<file path="config.mk">
export PLATFORM = sky130hd
export DESIGN_NAME = minute_event_scheduler
export DESIGN_NICKNAME = d
export VERILOG_FILES = /design/src/mes_pkg.sv /design/src/mes_div.sv /design/src/minute_event_scheduler.sv
export VERILOG_INCLUDE_DIRS = /design/src /design/src/src
export SDC_FILE = /design/constraint.sdc
export NUM_CORES = 2
export LEC_CHECK = 0
export BUFFER_PORTS_ARGS = -buffer_cell sky130_fd_sc_hd__buf_2
export CORE_MARGIN = 3
export CORE_UTILIZATION = 68
export CTS_CLUSTER_DIAMETER = 30
export DETAILED_ROUTE_END_ITERATION = 8
export PLACE_DENSITY = 0.95
export SETUP_SLACK_MARGIN = 0.15
export SLEW_MARGIN = 20
export SYNTH_ARGS = -nofsm -noshare
export SYNTH_HDL_FRONTEND = slang
export SYNTH_SLANG_ARGS = --single-unit
</file>
<file path="constraint.sdc">
create_clock -name i_clk -period 19.95 [get_ports i_clk]
set_clock_uncertainty 0.1 [all_clocks]
set_input_delay 5.985 -clock i_clk [delete_from_list [all_inputs] [get_ports i_clk]]
set_output_delay 5.985 -clock i_clk [all_outputs]
set_load 0.05 [all_outputs]
</file>
<file path="src/minute_event_scheduler_assert.svh">
// Assertion macros for the minute event scheduler.
// Each expects i_clk and i_rst_n in the scope of the module that uses it.
`ifndef MINUTE_EVENT_SCHEDULER_ASSERT_SVH
`define MINUTE_EVENT_SCHEDULER_ASSERT_SVH
`ifndef SYNTHESIS
`define MES_ASSERT_SAME(lbl, pre, post, msg) \
    lbl: assert property (@(posedge i_clk) disable iff (!i_rst_n) (pre) |-> (post)) \
        else $error(msg);
`define MES_ASSERT_NEXT(lbl, pre, post, msg) \
    lbl: assert property (@(posedge i_clk) disable iff (!i_rst_n) (pre) |=> (post)) \
        else $error(msg);
`else
`define MES_ASSERT_SAME(lbl, pre, post, msg)
`define MES_ASSERT_NEXT(lbl, pre, post, msg)
`endif
`endif

</file>
<file path="src/mes_pkg.sv">
package mes_pkg;

    localparam int SLOTS       = 16;
    localparam int MAX_RESULTS = 16;
    localparam int IDX_W       = (SLOTS > 1) ? $clog2(SLOTS) : 1;
    localparam int SLOT_CW     = $clog2(SLOTS + 1);
    localparam int NCNT_W      = $clog2(MAX_RESULTS + 1);

    localparam int MIN_W  = 27;   // epoch minutes
    localparam int DAY_W  = 16;   // epoch days
    localparam int MOD_W  = 11;   // minute of day
    localparam int PER_W  = 14;   // interval period in minutes
    localparam int DIV_W  = MIN_W;
    localparam int PROD_W = 61;

    localparam int unsigned SECS_PER_MIN       = 60;
    localparam int unsigned MINS_PER_DAY       = 1440;
    localparam int unsigned MAX_INTERVAL_HOURS = 168;
    localparam logic [7:0]  DAYS_RESERVED_BIT  = 8'h80;

    // reciprocals: x/60 = (x>>2)/15, x/1440 = (x>>5)/45
    localparam logic [30:0] INV15 = 31'd1145324613;
    localparam logic [30:0] INV45 = 31'd5965233;
    localparam logic [30:0] INV7  = 31'd74899;

    localparam logic [1:0] MODE_TICK  = 2'd0;
    localparam logic [1:0] MODE_CLEAR = 2'd1;
    localparam logic [1:0] MODE_WRITE = 2'd2;

    localparam logic [1:0] RES_ACCEPT = 2'd0;
    localparam logic [1:0] RES_REJECT = 2'd1;
    localparam logic [1:0] RES_FIRED  = 2'd2;

    typedef enum logic [1:0] {
        EK_ONCE     = 2'd0,
        EK_INTERVAL = 2'd1,
        EK_DAILY    = 2'd2,
        EK_WEEKLY   = 2'd3
    } t_ekind;

    typedef struct packed {
        logic [63:0] id;
        logic [31:0] anchor;
        logic [7:0]  ivl;
        t_ekind      kind;
        logic [6:0]  days;
    } t_entry;

    typedef struct packed {
        logic busy;
        logic done;
    } t_div_stat;

    typedef enum logic [4:0] {
        S_IDLE, S_DEC, S_T1, S_T2, S_T3, S_T4, S_T5,
        S_RD, S_A0, S_A1, S_A2, S_A3, S_A4, S_DIV, S_HIT, S_FLUSH,
        S_WCHK, S_WRD, S_WCMP, S_PUT
    } t_state;

endpackage

</file>
<file path="src/mes_div.sv">
// Restoring remainder unit, one quotient bit per cycle.
module mes_div import mes_pkg::*; (
    input  logic             i_clk,
    input  logic             i_rst_n,
    input  logic             i_start,
    input  logic [DIV_W-1:0] i_dividend,
    input  logic [PER_W-1:0] i_divisor,
    output t_div_stat        o_stat,
    output logic [PER_W-1:0] o_rem
);

    localparam int CNT_W = $clog2(DIV_W);

    logic             r_busy, n_busy;
    logic             r_done, n_done;
    logic [CNT_W-1:0] r_cnt, n_cnt;
    logic [DIV_W-1:0] r_dvd, n_dvd;
    logic [PER_W-1:0] r_rem, n_rem;
    logic [PER_W-1:0] r_div, n_div;
    logic [PER_W:0]   trial;

    always_comb begin
        n_busy = r_busy;
        n_done = 1'b0;
        n_cnt  = r_cnt;
        n_dvd  = r_dvd;
        n_rem  = r_rem;
        n_div  = r_div;
        trial  = {r_rem, r_dvd[DIV_W-1]};
        if (i_start) begin
            n_busy = 1'b1;
            n_cnt  = '0;
            n_dvd  = i_dividend;
            n_rem  = '0;
            n_div  = i_divisor;
        end else if (r_busy) begin
            if (trial >= {1'b0, r_div}) begin
                trial = trial - {1'b0, r_div};
            end
            n_rem = trial[PER_W-1:0];
            n_dvd = {r_dvd[DIV_W-2:0], 1'b0};
            n_cnt = r_cnt + 1'b1;
            if (r_cnt == CNT_W'(DIV_W - 1)) begin
                n_busy = 1'b0;
                n_done = 1'b1;
            end
        end
    end

    always_ff @(posedge i_clk) begin
        if (!i_rst_n) begin
            r_busy <= 1'b0;
            r_done <= 1'b0;
            r_cnt  <= '0;
        end else begin
            r_busy <= n_busy;
            r_done <= n_done;
            r_cnt  <= n_cnt;
        end
    end

    always_ff @(posedge i_clk) begin
        r_dvd <= n_dvd;
        r_rem <= n_rem;
        r_div <= n_div;
    end

    assign o_stat.busy = r_busy;
    assign o_stat.done = r_done;
    assign o_rem       = r_rem;

endmodule

</file>
<file path="src/minute_event_scheduler.sv">
// Minute event scheduler. A table of SLOTS schedules sits in one synchronous
// memory (registered read); valid bits and the last-seen minute are
// flip-flops. Requests are taken one at a time (o_stall is high while one is
// being worked). A tick splits the epoch into minute, minute of day and
// weekday (one shared 30x31 multiplier, reciprocal plus a correction step),
// then walks the slots, skipping empty ones; an interval slot gets its period
// remainder from a bit-serial divider. Fired IDs come out in slot order, at
// most MAX_RESULTS per tick; the final one has o_last set. A write scans
// the other valid slots for a duplicate ID. A result waits in the output
// register while the next request is accepted; the walk pauses only when a
// second result is due.
module minute_event_scheduler import mes_pkg::*; (
    input  logic        i_clk,
    input  logic        i_rst_n,
    input  logic        i_valid,
    output logic        o_stall,
    input  logic [1:0]  i_mode,
    input  logic [3:0]  i_slot,
    input  logic [31:0] i_tick_epoch,
    input  logic        i_synced,
    input  logic [63:0] i_entry_id,
    input  logic [31:0] i_entry_anchor,
    input  logic [15:0] i_entry_interval,
    input  logic [7:0]  i_entry_kind,
    input  logic [7:0]  i_entry_days,
    output logic        o_valid,
    input  logic        i_stall,
    output logic [1:0]  o_kind,
    output logic [63:0] o_fired_id,
    output logic        o_last
);

`include "minute_event_scheduler_assert.svh"

    // control
    t_state              r_state, n_state;
    logic [SLOTS-1:0]    r_valid, n_valid;
    logic [31:0]         r_last_min, n_last_min;
    logic [SLOT_CW-1:0]  r_idx, n_idx;
    logic [NCNT_W-1:0]   r_n, n_n;
    logic                r_pend_valid, n_pend_valid;
    logic                r_out_valid, n_out_valid;

    // payload
    logic [1:0]          r_mode, n_mode;
    logic [3:0]          r_slot, n_slot;
    logic [31:0]         r_now, n_now;
    logic                r_synced, n_synced;
    logic [63:0]         r_id, n_id;
    logic [31:0]         r_anchor, n_anchor;
    logic [15:0]         r_ivl, n_ivl;
    logic [7:0]          r_ekind, n_ekind;
    logic [7:0]          r_days, n_days;
    logic [MIN_W-1:0]    r_m, n_m;
    logic [MIN_W-1:0]    r_a, n_a;
    logic [MOD_W-1:0]    r_mod_now, n_mod_now;
    logic [DAY_W-1:0]    r_day, n_day;
    logic [2:0]          r_wday, n_wday;
    logic [PROD_W-1:0]   r_prod, n_prod;
    logic [63:0]         r_pend_id, n_pend_id;
    logic [1:0]          r_put_kind, n_put_kind;
    logic [1:0]          r_out_kind, n_out_kind;
    logic [63:0]         r_out_id, n_out_id;
    logic                r_out_last, n_out_last;

    // slot table
    t_entry              mem [SLOTS];
    t_entry              r_rd;
    logic                mem_we, rd_en;
    logic [IDX_W-1:0]    rd_addr, slot_idx;
    t_entry              wr_data;

    // shared multiplier operands
    logic [29:0]         mul_a;
    logic [30:0]         mul_b;

    // serial divider
    logic                div_start;
    logic [DIV_W-1:0]    div_dvd;
    logic [PER_W-1:0]    div_per;
    t_div_stat           div_stat;
    logic [PER_W-1:0]    div_rem;

    logic                can_put, entry_ok, in_acc;
    logic [MIN_W-1:0]    q60;
    logic [32:0]         rem60;
    logic [DAY_W-1:0]    qday;
    logic [27:0]         remday;
    logic [12:0]         q7;
    logic [16:0]         x7, rem7;
    logic [31:0]         src60;
    logic [MIN_W-1:0]    srcday;

    assign in_acc   = i_valid && !o_stall;
    assign can_put  = !r_out_valid || !i_stall;
    assign slot_idx = IDX_W'(r_slot);
    assign rd_addr  = r_idx[IDX_W-1:0];

    always_comb begin
        entry_ok = (r_id != 64'd0) && (r_anchor != 32'd0) && (r_ekind <= 8'(EK_WEEKLY));
        if (r_ekind == 8'(EK_INTERVAL)) begin
            entry_ok = entry_ok && (r_ivl >= 16'd1) && (32'(r_ivl) <= MAX_INTERVAL_HOURS);
        end else if (r_ekind == 8'(EK_WEEKLY)) begin
            entry_ok = entry_ok && (r_days != 8'd0) && ((r_days & DAYS_RESERVED_BIT) == 8'd0);
        end
        entry_ok = entry_ok && (32'(r_slot) < 32'(SLOTS));
    end

    // reciprocal quotient fix-ups, one per divisor (60, 1440, 7), shared by the stages that read r_prod
    always_comb begin
        src60  = (r_state == S_T1) ? r_now : r_rd.anchor;
        q60    = r_prod[34 +: MIN_W];
        rem60  = 33'(src60) - 33'(q60) * 33'(SECS_PER_MIN);
        if (rem60 >= 33'(SECS_PER_MIN)) begin
            q60 = q60 + 1'b1;
        end
        srcday = (r_state == S_T3) ? r_m : r_a;
        qday   = r_prod[28 +: DAY_W];
        remday = 28'(srcday) - 28'(qday) * 28'(MINS_PER_DAY);
        if (remday >= 28'(MINS_PER_DAY)) begin
            qday   = qday + 1'b1;
            remday = remday - 28'(MINS_PER_DAY);
        end
        x7   = 17'(r_day) + 17'd4;
        q7   = r_prod[19 +: 13];
        rem7 = x7 - 17'(q7) * 17'd7;
        if (rem7 >= 17'd7) begin
            rem7 = rem7 - 17'd7;
        end
    end

    always_comb begin
        n_state      = r_state;
        n_valid      = r_valid;
        n_last_min   = r_last_min;
        n_idx        = r_idx;
        n_n          = r_n;
        n_pend_valid = r_pend_valid;
        n_mode       = r_mode;
        n_slot       = r_slot;
        n_now        = r_now;
        n_synced     = r_synced;
        n_id         = r_id;
        n_anchor     = r_anchor;
        n_ivl        = r_ivl;
        n_ekind      = r_ekind;
        n_days       = r_days;
        n_m          = r_m;
        n_a          = r_a;
        n_mod_now    = r_mod_now;
        n_day        = r_day;
        n_wday       = r_wday;
        n_pend_id    = r_pend_id;
        n_put_kind   = r_put_kind;
        n_out_valid  = r_out_valid && i_stall;
        n_out_kind   = r_out_kind;
        n_out_id     = r_out_id;
        n_out_last   = r_out_last;
        mul_a        = '0;
        mul_b        = '0;
        mem_we       = 1'b0;
        rd_en        = 1'b0;
        div_start    = 1'b0;
        div_dvd      = r_m - r_a;
        div_per      = PER_W'(r_rd.ivl * 14'(SECS_PER_MIN));
        wr_data.id     = r_id;
        wr_data.anchor = r_anchor;
        wr_data.ivl    = r_ivl[7:0];
        wr_data.kind   = t_ekind'(r_ekind[1:0]);
        wr_data.days   = r_days[6:0];

        unique case (r_state)
            S_IDLE: begin
                if (in_acc) begin
                    n_mode   = i_mode;
                    n_slot   = i_slot;
                    n_now    = i_tick_epoch;
                    n_synced = i_synced;
                    n_id     = i_entry_id;
                    n_anchor = i_entry_anchor;
                    n_ivl    = i_entry_interval;
                    n_ekind  = i_entry_kind;
                    n_days   = i_entry_days;
                    n_state  = S_DEC;
                end
            end
            S_DEC: begin
                unique case (r_mode)
                    MODE_TICK: begin
                        mul_a   = r_now[31:2];
                        mul_b   = INV15;
                        n_state = r_synced ? S_T1 : S_IDLE;
                    end
                    MODE_CLEAR: begin
                        n_valid    = '0;
                        n_last_min = '1;
                        n_put_kind = RES_ACCEPT;
                        n_state    = S_PUT;
                    end
                    MODE_WRITE: n_state = S_WCHK;
                    default:    n_state = S_IDLE;
                endcase
            end
            S_T1: begin
                // same minute as last tick: nothing to do
                if (32'(q60) == r_last_min) begin
                    n_state = S_IDLE;
                end else begin
                    n_last_min = 32'(q60);
                    n_m        = q60;
                    n_state    = S_T2;
                end
            end
            S_T2: begin
                mul_a   = 30'(r_m >> 5);
                mul_b   = INV45;
                n_state = S_T3;
            end
            S_T3: begin
                n_day     = qday;
                n_mod_now = remday[MOD_W-1:0];
                n_state   = S_T4;
            end
            S_T4: begin
                mul_a   = 30'(x7);
                mul_b   = INV7;
                n_state = S_T5;
            end
            S_T5: begin
                n_wday       = rem7[2:0];
                n_idx        = '0;
                n_n          = '0;
                n_pend_valid = 1'b0;
                n_state      = S_RD;
            end
            S_RD: begin
                if (r_idx == SLOT_CW'(SLOTS)) begin
                    n_state = S_FLUSH;
                end else if (!r_valid[rd_addr] || (r_n >= NCNT_W'(MAX_RESULTS))) begin
                    n_idx = r_idx + 1'b1;
                end else begin
                    rd_en   = 1'b1;
                    n_state = S_A0;
                end
            end
            S_A0: begin
                mul_a   = r_rd.anchor[31:2];
                mul_b   = INV15;
                n_state = S_A1;
            end
            S_A1: begin
                n_a     = q60;
                n_state = S_A2;
            end
            S_A2: begin
                n_idx   = r_idx + 1'b1;
                n_state = S_RD;
                unique case (r_rd.kind)
                    EK_ONCE: begin
                        if (r_m >= r_a) begin
                            n_idx   = r_idx;
                            n_state = S_HIT;
                        end
                    end
                    EK_INTERVAL: begin
                        if ((r_rd.ivl != 8'd0) && (r_m >= r_a)) begin
                            div_start = 1'b1;
                            n_idx     = r_idx;
                            n_state   = S_DIV;
                        end
                    end
                    default: begin
                        mul_a   = 30'(r_a >> 5);
                        mul_b   = INV45;
                        n_idx   = r_idx;
                        n_state = S_A3;
                    end
                endcase
            end
            S_A3: begin
                // daily or weekly: compare minute of day, weekly adds the mask
                if ((remday[MOD_W-1:0] == r_mod_now)
                    && ((r_rd.kind == EK_DAILY) || r_rd.days[r_wday])) begin
                    n_state = S_HIT;
                end else begin
                    n_state = S_A4;
                end
            end
            S_A4: begin
                n_idx   = r_idx + 1'b1;
                n_state = S_RD;
            end
            S_DIV: begin
                if (div_stat.done) begin
                    n_state = (div_rem == '0) ? S_HIT : S_A4;
                end
            end
            S_HIT: begin
                // hold one match back so the final one can carry o_last
                if (!r_pend_valid || can_put) begin
                    if (r_pend_valid) begin
                        n_out_valid = 1'b1;
                        n_out_kind  = RES_FIRED;
                        n_out_id    = r_pend_id;
                        n_out_last  = 1'b0;
                    end
                    n_pend_valid = 1'b1;
                    n_pend_id    = r_rd.id;
                    n_n          = r_n + 1'b1;
                    if (r_rd.kind == EK_ONCE) begin
                        n_valid[rd_addr] = 1'b0;
                    end
                    n_idx   = r_idx + 1'b1;
                    n_state = S_RD;
                end
            end
            S_FLUSH: begin
                if (!r_pend_valid) begin
                    n_state = S_IDLE;
                end else if (can_put) begin
                    n_out_valid  = 1'b1;
                    n_out_kind   = RES_FIRED;
                    n_out_id     = r_pend_id;
                    n_out_last   = 1'b1;
                    n_pend_valid = 1'b0;
                    n_state      = S_IDLE;
                end
            end
            S_WCHK: begin
                n_idx = '0;
                if (entry_ok) begin
                    n_state = S_WRD;
                end else begin
                    n_put_kind = RES_REJECT;
                    n_state    = S_PUT;
                end
            end
            S_WRD: begin
                if (r_idx == SLOT_CW'(SLOTS)) begin
                    mem_we            = 1'b1;
                    n_valid[slot_idx] = 1'b1;
                    n_last_min        = '1;
                    n_put_kind        = RES_ACCEPT;
                    n_state           = S_PUT;
                end else if ((r_idx == SLOT_CW'(r_slot)) || !r_valid[rd_addr]) begin
                    n_idx = r_idx + 1'b1;
                end else begin
                    rd_en   = 1'b1;
                    n_state = S_WCMP;
                end
            end
            S_WCMP: begin
                if (r_rd.id == r_id) begin
                    n_put_kind = RES_REJECT;
                    n_state    = S_PUT;
                end else begin
                    n_idx   = r_idx + 1'b1;
                    n_state = S_WRD;
                end
            end
            S_PUT: begin
                if (can_put) begin
                    n_out_valid = 1'b1;
                    n_out_kind  = r_put_kind;
                    n_out_id    = 64'd0;
                    n_out_last  = 1'b1;
                    n_state     = S_IDLE;
                end
            end
            default: n_state = S_IDLE;
        endcase

        n_prod = PROD_W'(mul_a) * PROD_W'(mul_b);
    end

    always_ff @(posedge i_clk) begin
        if (!i_rst_n) begin
            r_state      <= S_IDLE;
            r_valid      <= '0;
            r_last_min   <= '1;
            r_idx        <= '0;
            r_n          <= '0;
            r_pend_valid <= 1'b0;
            r_out_valid  <= 1'b0;
        end else begin
            r_state      <= n_state;
            r_valid      <= n_valid;
            r_last_min   <= n_last_min;
            r_idx        <= n_idx;
            r_n          <= n_n;
            r_pend_valid <= n_pend_valid;
            r_out_valid  <= n_out_valid;
        end
    end

    always_ff @(posedge i_clk) begin
        r_mode     <= n_mode;
        r_slot     <= n_slot;
        r_now      <= n_now;
        r_synced   <= n_synced;
        r_id       <= n_id;
        r_anchor   <= n_anchor;
        r_ivl      <= n_ivl;
        r_ekind    <= n_ekind;
        r_days     <= n_days;
        r_m        <= n_m;
        r_a        <= n_a;
        r_mod_now  <= n_mod_now;
        r_day      <= n_day;
        r_wday     <= n_wday;
        r_prod     <= n_prod;
        r_pend_id  <= n_pend_id;
        r_put_kind <= n_put_kind;
        r_out_kind <= n_out_kind;
        r_out_id   <= n_out_id;
        r_out_last <= n_out_last;
    end

    // slot table memory
    always_ff @(posedge i_clk) begin
        if (mem_we) begin
            mem[slot_idx] <= wr_data;
        end
        if (rd_en) begin
            r_rd <= mem[rd_addr];
        end
    end

    mes_div u_div (
        .i_clk      (i_clk),
        .i_rst_n    (i_rst_n),
        .i_start    (div_start),
        .i_dividend (div_dvd),
        .i_divisor  (div_per),
        .o_stat     (div_stat),
        .o_rem      (div_rem)
    );

    assign o_stall    = (r_state != S_IDLE);
    assign o_valid    = r_out_valid;
    assign o_kind     = r_out_kind;
    assign o_fired_id = r_out_id;
    assign o_last     = r_out_last;

    `MES_ASSERT_SAME(a_idle_no_pend, r_state == S_IDLE, !r_pend_valid, "match left pending")
    `MES_ASSERT_NEXT(a_acc_busy, in_acc, r_state == S_DEC, "accepted request not decoded")
    `MES_ASSERT_SAME(a_div_owner, div_stat.busy, r_state == S_DIV, "divider busy outside wait")
    `MES_ASSERT_SAME(a_status_id, o_valid && (o_kind != RES_FIRED),
                     (o_fired_id == 64'd0) && o_last, "status result carries an ID")

endmodule
</file>
==> impl_metrics.env, run 1 <==
export IMPL_avgSynthCellArea_um2=16.1
export IMPL_gp_congestion=1.00
export IMPL_synth_warnings=0
export IMPL_design_portCount=240
export IMPL_synth_top_area_share=0.569
export IMPL_status="stopped before the end"
export IMPL_dp_hpwl_um=266000
export IMPL_netlist_instances=7689
export IMPL_synthMuxAreaShare=0.109
export IMPL_die_h_um=432
export IMPL_synth_edf_count=2343
export IMPL_ys_types=86
export IMPL_synth_compound_area_frac=0.0480
export IMPL_synthSimpleGateAreaFrac=0.0425
export IMPL_num_rows=155
export IMPL_synthesis_area_um2=124000
export IMPL_ys_seq_area_frac=0.589
export IMPL_die_w_um=432
export IMPL_synth_adder_area_share=0.153
export IMPL_stop_error="[ERROR DPL-0033] detailed placement checks failed during check placement."
export IMPL_synth_top_family_by_area="adder cells"
export IMPL_stop_stage="detailed placement"
export IMPL_start_util=0.689
export IMPL_synthFlopType="edfxtp_1"
export IMPL_io_buffers=239
export IMPL_yosys_area_top_type="edfxtp_1"
export IMPL_synthXorXnorAreaFrac=0.0221
export IMPL_netlist_top_cells_area="edfxtp_1, mux4_2, fa_1"
export IMPL_ys_ff_latch=2467
export IMPL_async_flop_share=0
per-stage QoR:
step	hold WS (ns)	area, um^2
3_3_place_gp	0.354	128000
2_1_floorplan	0.349	124000
synth_stat cells (68+ instances only):
| cell | number |
|---|---|
| a21o_1 | 76 |
| a21oi_1 | 210 |
| clkbuf_1 | 166 |
| dfxtp_1 | 124 |
| edfxtp_1 | 2343 |
| fa_1 | 559 |
| ha_1 | 622 |
| inv_1 | 951 |
| mux4_2 | 571 |
| nand2_1 | 273 |
| nand3_1 | 78 |
| nand4_1 | 68 |
| nor2_1 | 231 |
| nor2b_1 | 120 |
| o21ai_0 | 167 |
| xnor2_1 | 224 |
| xor2_1 | 88 |
cell families after synthesis:
family	Yosys count
buffers and inverters	1176
adder cells (fa/ha/maj)	1181
other	2
AND/OR/NAND/NOR	1052
flip-flops	2467
multiplexers	626
AO/OA/AOI/OAI	873
XOR/XNOR	312
==> run 2: changes to the inputs <==
CORE_UTILIZATION = 40   (was 68)
CTS_CLUSTER_DIAMETER = unset   (was 30)
PLACE_DENSITY = unset   (was 0.95)
PLACE_DENSITY_LB_ADDON = 0.15   (was unset)
SETUP_SLACK_MARGIN = unset   (was 0.15)
==> run 2 against run 1 <==
The flow now finishes without violations; area after synthesis unchanged; synthesized cell count unchanged.
==> impl_metrics.env, run 2 <==
export IMPL_cts_tree="built"
export IMPL_worst_r2r_endpoint="r_prod[56]"
export IMPL_drtIter0Drc=5446
export IMPL_max_cap_violations=0
export IMPL_final_common_cell="edfxtp_1"
export IMPL_io_buffers=239
export IMPL_first_pass_iters=5
export IMPL_wl_um=351000
export IMPL_cp_data_required_time_ns=20.64
export IMPL_setup_viol=0
export IMPL_n_fill_cell=27100
export IMPL_async_flop_share=0
export IMPL_worstSetupStartpointType="register"
export IMPL_drive_gt1_frac=0.169
export IMPL_avgSynthCellArea_um2=16.1
export IMPL_reg2reg_from="r_state[3]"
export IMPL_root_buffer="clkbuf_16"
export IMPL_post_cts_buffers=0
export IMPL_grt_pass1_wl_um=508000
export IMPL_crit_path_end_kind="register"
export IMPL_multiInputGateArea_um2=46800
export IMPL_cts_path_max_buffers=4
export IMPL_synthTopCellsByCount="edfxtp_1, inv_1, ha_1"
export IMPL_max_stage_delay_ns=0.86
export IMPL_antenna_found_initial=21
export IMPL_placed_cells=12000
export IMPL_synth_edf_count=2343
export IMPL_synthesis_area_um2=124000
export IMPL_worst_r2r_setup_slack_ns=8.95
export IMPL_ctsHoldBuffers=0
export IMPL_whs_ns=0.368
export IMPL_yosysMostFrequentCell="edfxtp_1"
export IMPL_largest_reg_flops=1808
export IMPL_cts_max_level=5
export IMPL_start_util=0.403
export IMPL_worstHoldStart="r_rd[88]"
export IMPL_design_portCount=240
export IMPL_rsz0062_at_grt="false"
export IMPL_numClockSinks=2467
export IMPL_ant_nets=0
export IMPL_clock_latency_ns=0.92
export IMPL_slowest_stage="dfxtp_1"
export IMPL_grt_pass1_vias=71200
export IMPL_endpoint="r_prod[56]"
export IMPL_netlist_instances=7689
export IMPL_finalNonFillerCells=12500
export IMPL_die_w_um=562
export IMPL_clkSlewWorstSetupHoldPaths_ns=0.06
export IMPL_finalHoldViolations=0
export IMPL_tightest_slew_ns=1.10
export IMPL_largestRegisters="mem: 1808 flops, r_rd: 113 flops"
export IMPL_synth_warnings=0
export IMPL_core_area_um2=307000
export IMPL_grt_max_degree=90
export IMPL_path_max_fanout=45
export IMPL_final_nets=9516
export IMPL_die_h_um=562
export IMPL_cpMostUsedCell="fa_1"
export IMPL_ys_types=86
export IMPL_rr_worst_depth=33
export IMPL_timing_final_max_slew_violations=0
export IMPL_routed_via_density=5.41
export IMPL_regArea_um2=72900
export IMPL_netlist_top_cells_area="edfxtp_1, mux4_2, fa_1"
export IMPL_synthFlopType="edfxtp_1"
export IMPL_max_flop_register="mem"
export IMPL_post_route_min_period_ns=11.00
export IMPL_status="completed"
export IMPL_setup_tns_final_ns=0
export IMPL_numCtsBuffers=275
export IMPL_cts_resized=0
export IMPL_critical_path_startpoint="r_state[3]"
export IMPL_remaining_drc_errors=0
export IMPL_gp_congestion=0.939
export IMPL_wl_per_cell_um=28.1
export IMPL_dp_hpwl_um=233000
export IMPL_die_area_um2=316000
export IMPL_ys_seq_area_frac=0.589
export IMPL_grt_overflow=0
export IMPL_area_growth_pct=12.8
export IMPL_ys_ff_latch=2467
export IMPL_period_share=0.551
export IMPL_arrival_ns=11.68
export IMPL_slew_headroom=0.266
export IMPL_synth_top_area_share=0.569
export IMPL_num_rows=203
export IMPL_max_clock_freq_mhz=90.9
export IMPL_grt_use_total=0.222
export IMPL_final_cell_mix="edfxtp_1, inv_1, ha_1, mux4_2, fa_1"
export IMPL_yosys_area_top_type="edfxtp_1"
export IMPL_hp_class="reg2reg"
export IMPL_worstSetupPathType="reg2reg"
export IMPL_dr_total_vias=67500
## run 2: cell counts after synthesis
Identical to the previous run, type by type.
## run 2: worst min path at each step
stage                    endpoint  slack [ns]  cells after the start
floorplan            r_pend_id[0]        0.35                      0
global placement    r_pend_id[39]        0.36                      0
detailed placement  r_pend_id[34]        0.36                      0
CTS                 r_pend_id[39]        0.37                      0
global route        r_pend_id[39]        0.38                      0
finish              r_pend_id[39]        0.37                      0
## run 2: critical path, delay by kind of cell (launching register included)
kind	cells	cell delay, ns
buf+inv	4	0.81
simple gates	8	2.23
fa+ha+maj	9	4.28
compound gates	12	2.54
flops	1	0.86
## run 2: through the flow
step | setup WS [ns] | utilization | instance area, um^2
floorplan | 8.07 | - | 124000
global placement | 9.00 | 0.425 | 130000
detailed placement | 8.94 | 0.425 | 130000
CTS | 8.90 | 0.454 | 139000
global route | 8.32 | 0.455 | 139000
finish | 8.95 | 0.455 | 140000
## run 2: cells by family (layout without fill, tap and decap cells)
group	Yosys count	after routing	share of synthesized area
AOI/OAI and AO/OA	873	873	0.0480
xor gates and xnor gates	312	312	0.0221
adders and majority gates	1181	1181	0.153
buffers and inverters	1176	1792	0.0361
DFF	2467	2467	0.589
muxes	626	626	0.109
other	2	79	0.0000607
and+or+nand+nor	1052	1052	0.0425
## run 2: routing by layer
metal / vias to the layer above / global-route usage / routed length (um)
met4: 8 / 0.0680 / 11700
met3: 468 / 0.0260 / 15600
met1: 35600 / 0.290 / 145000
met2: 1758 / 0.386 / 179000
li1: 29600 / - / -
met5: - / 0 / 55
## run 2: area by class of cell
type,instances,share of cell area
Clock inverter,147,0.0133
Clock buffer,341,0.0511
Antenna cell,7,0.000126
Multi-Input combinational cell,4116,0.335
Inverter,951,0.0256
Sequential cell,2467,0.522
Timing Repair Buffer,353,0.0154
Tap cell,4100,0.0368
Power of run 2 is left out: the tool's default activity adds up to more than one toggle a clock period on the data nets, which glitch-free logic cannot reach.
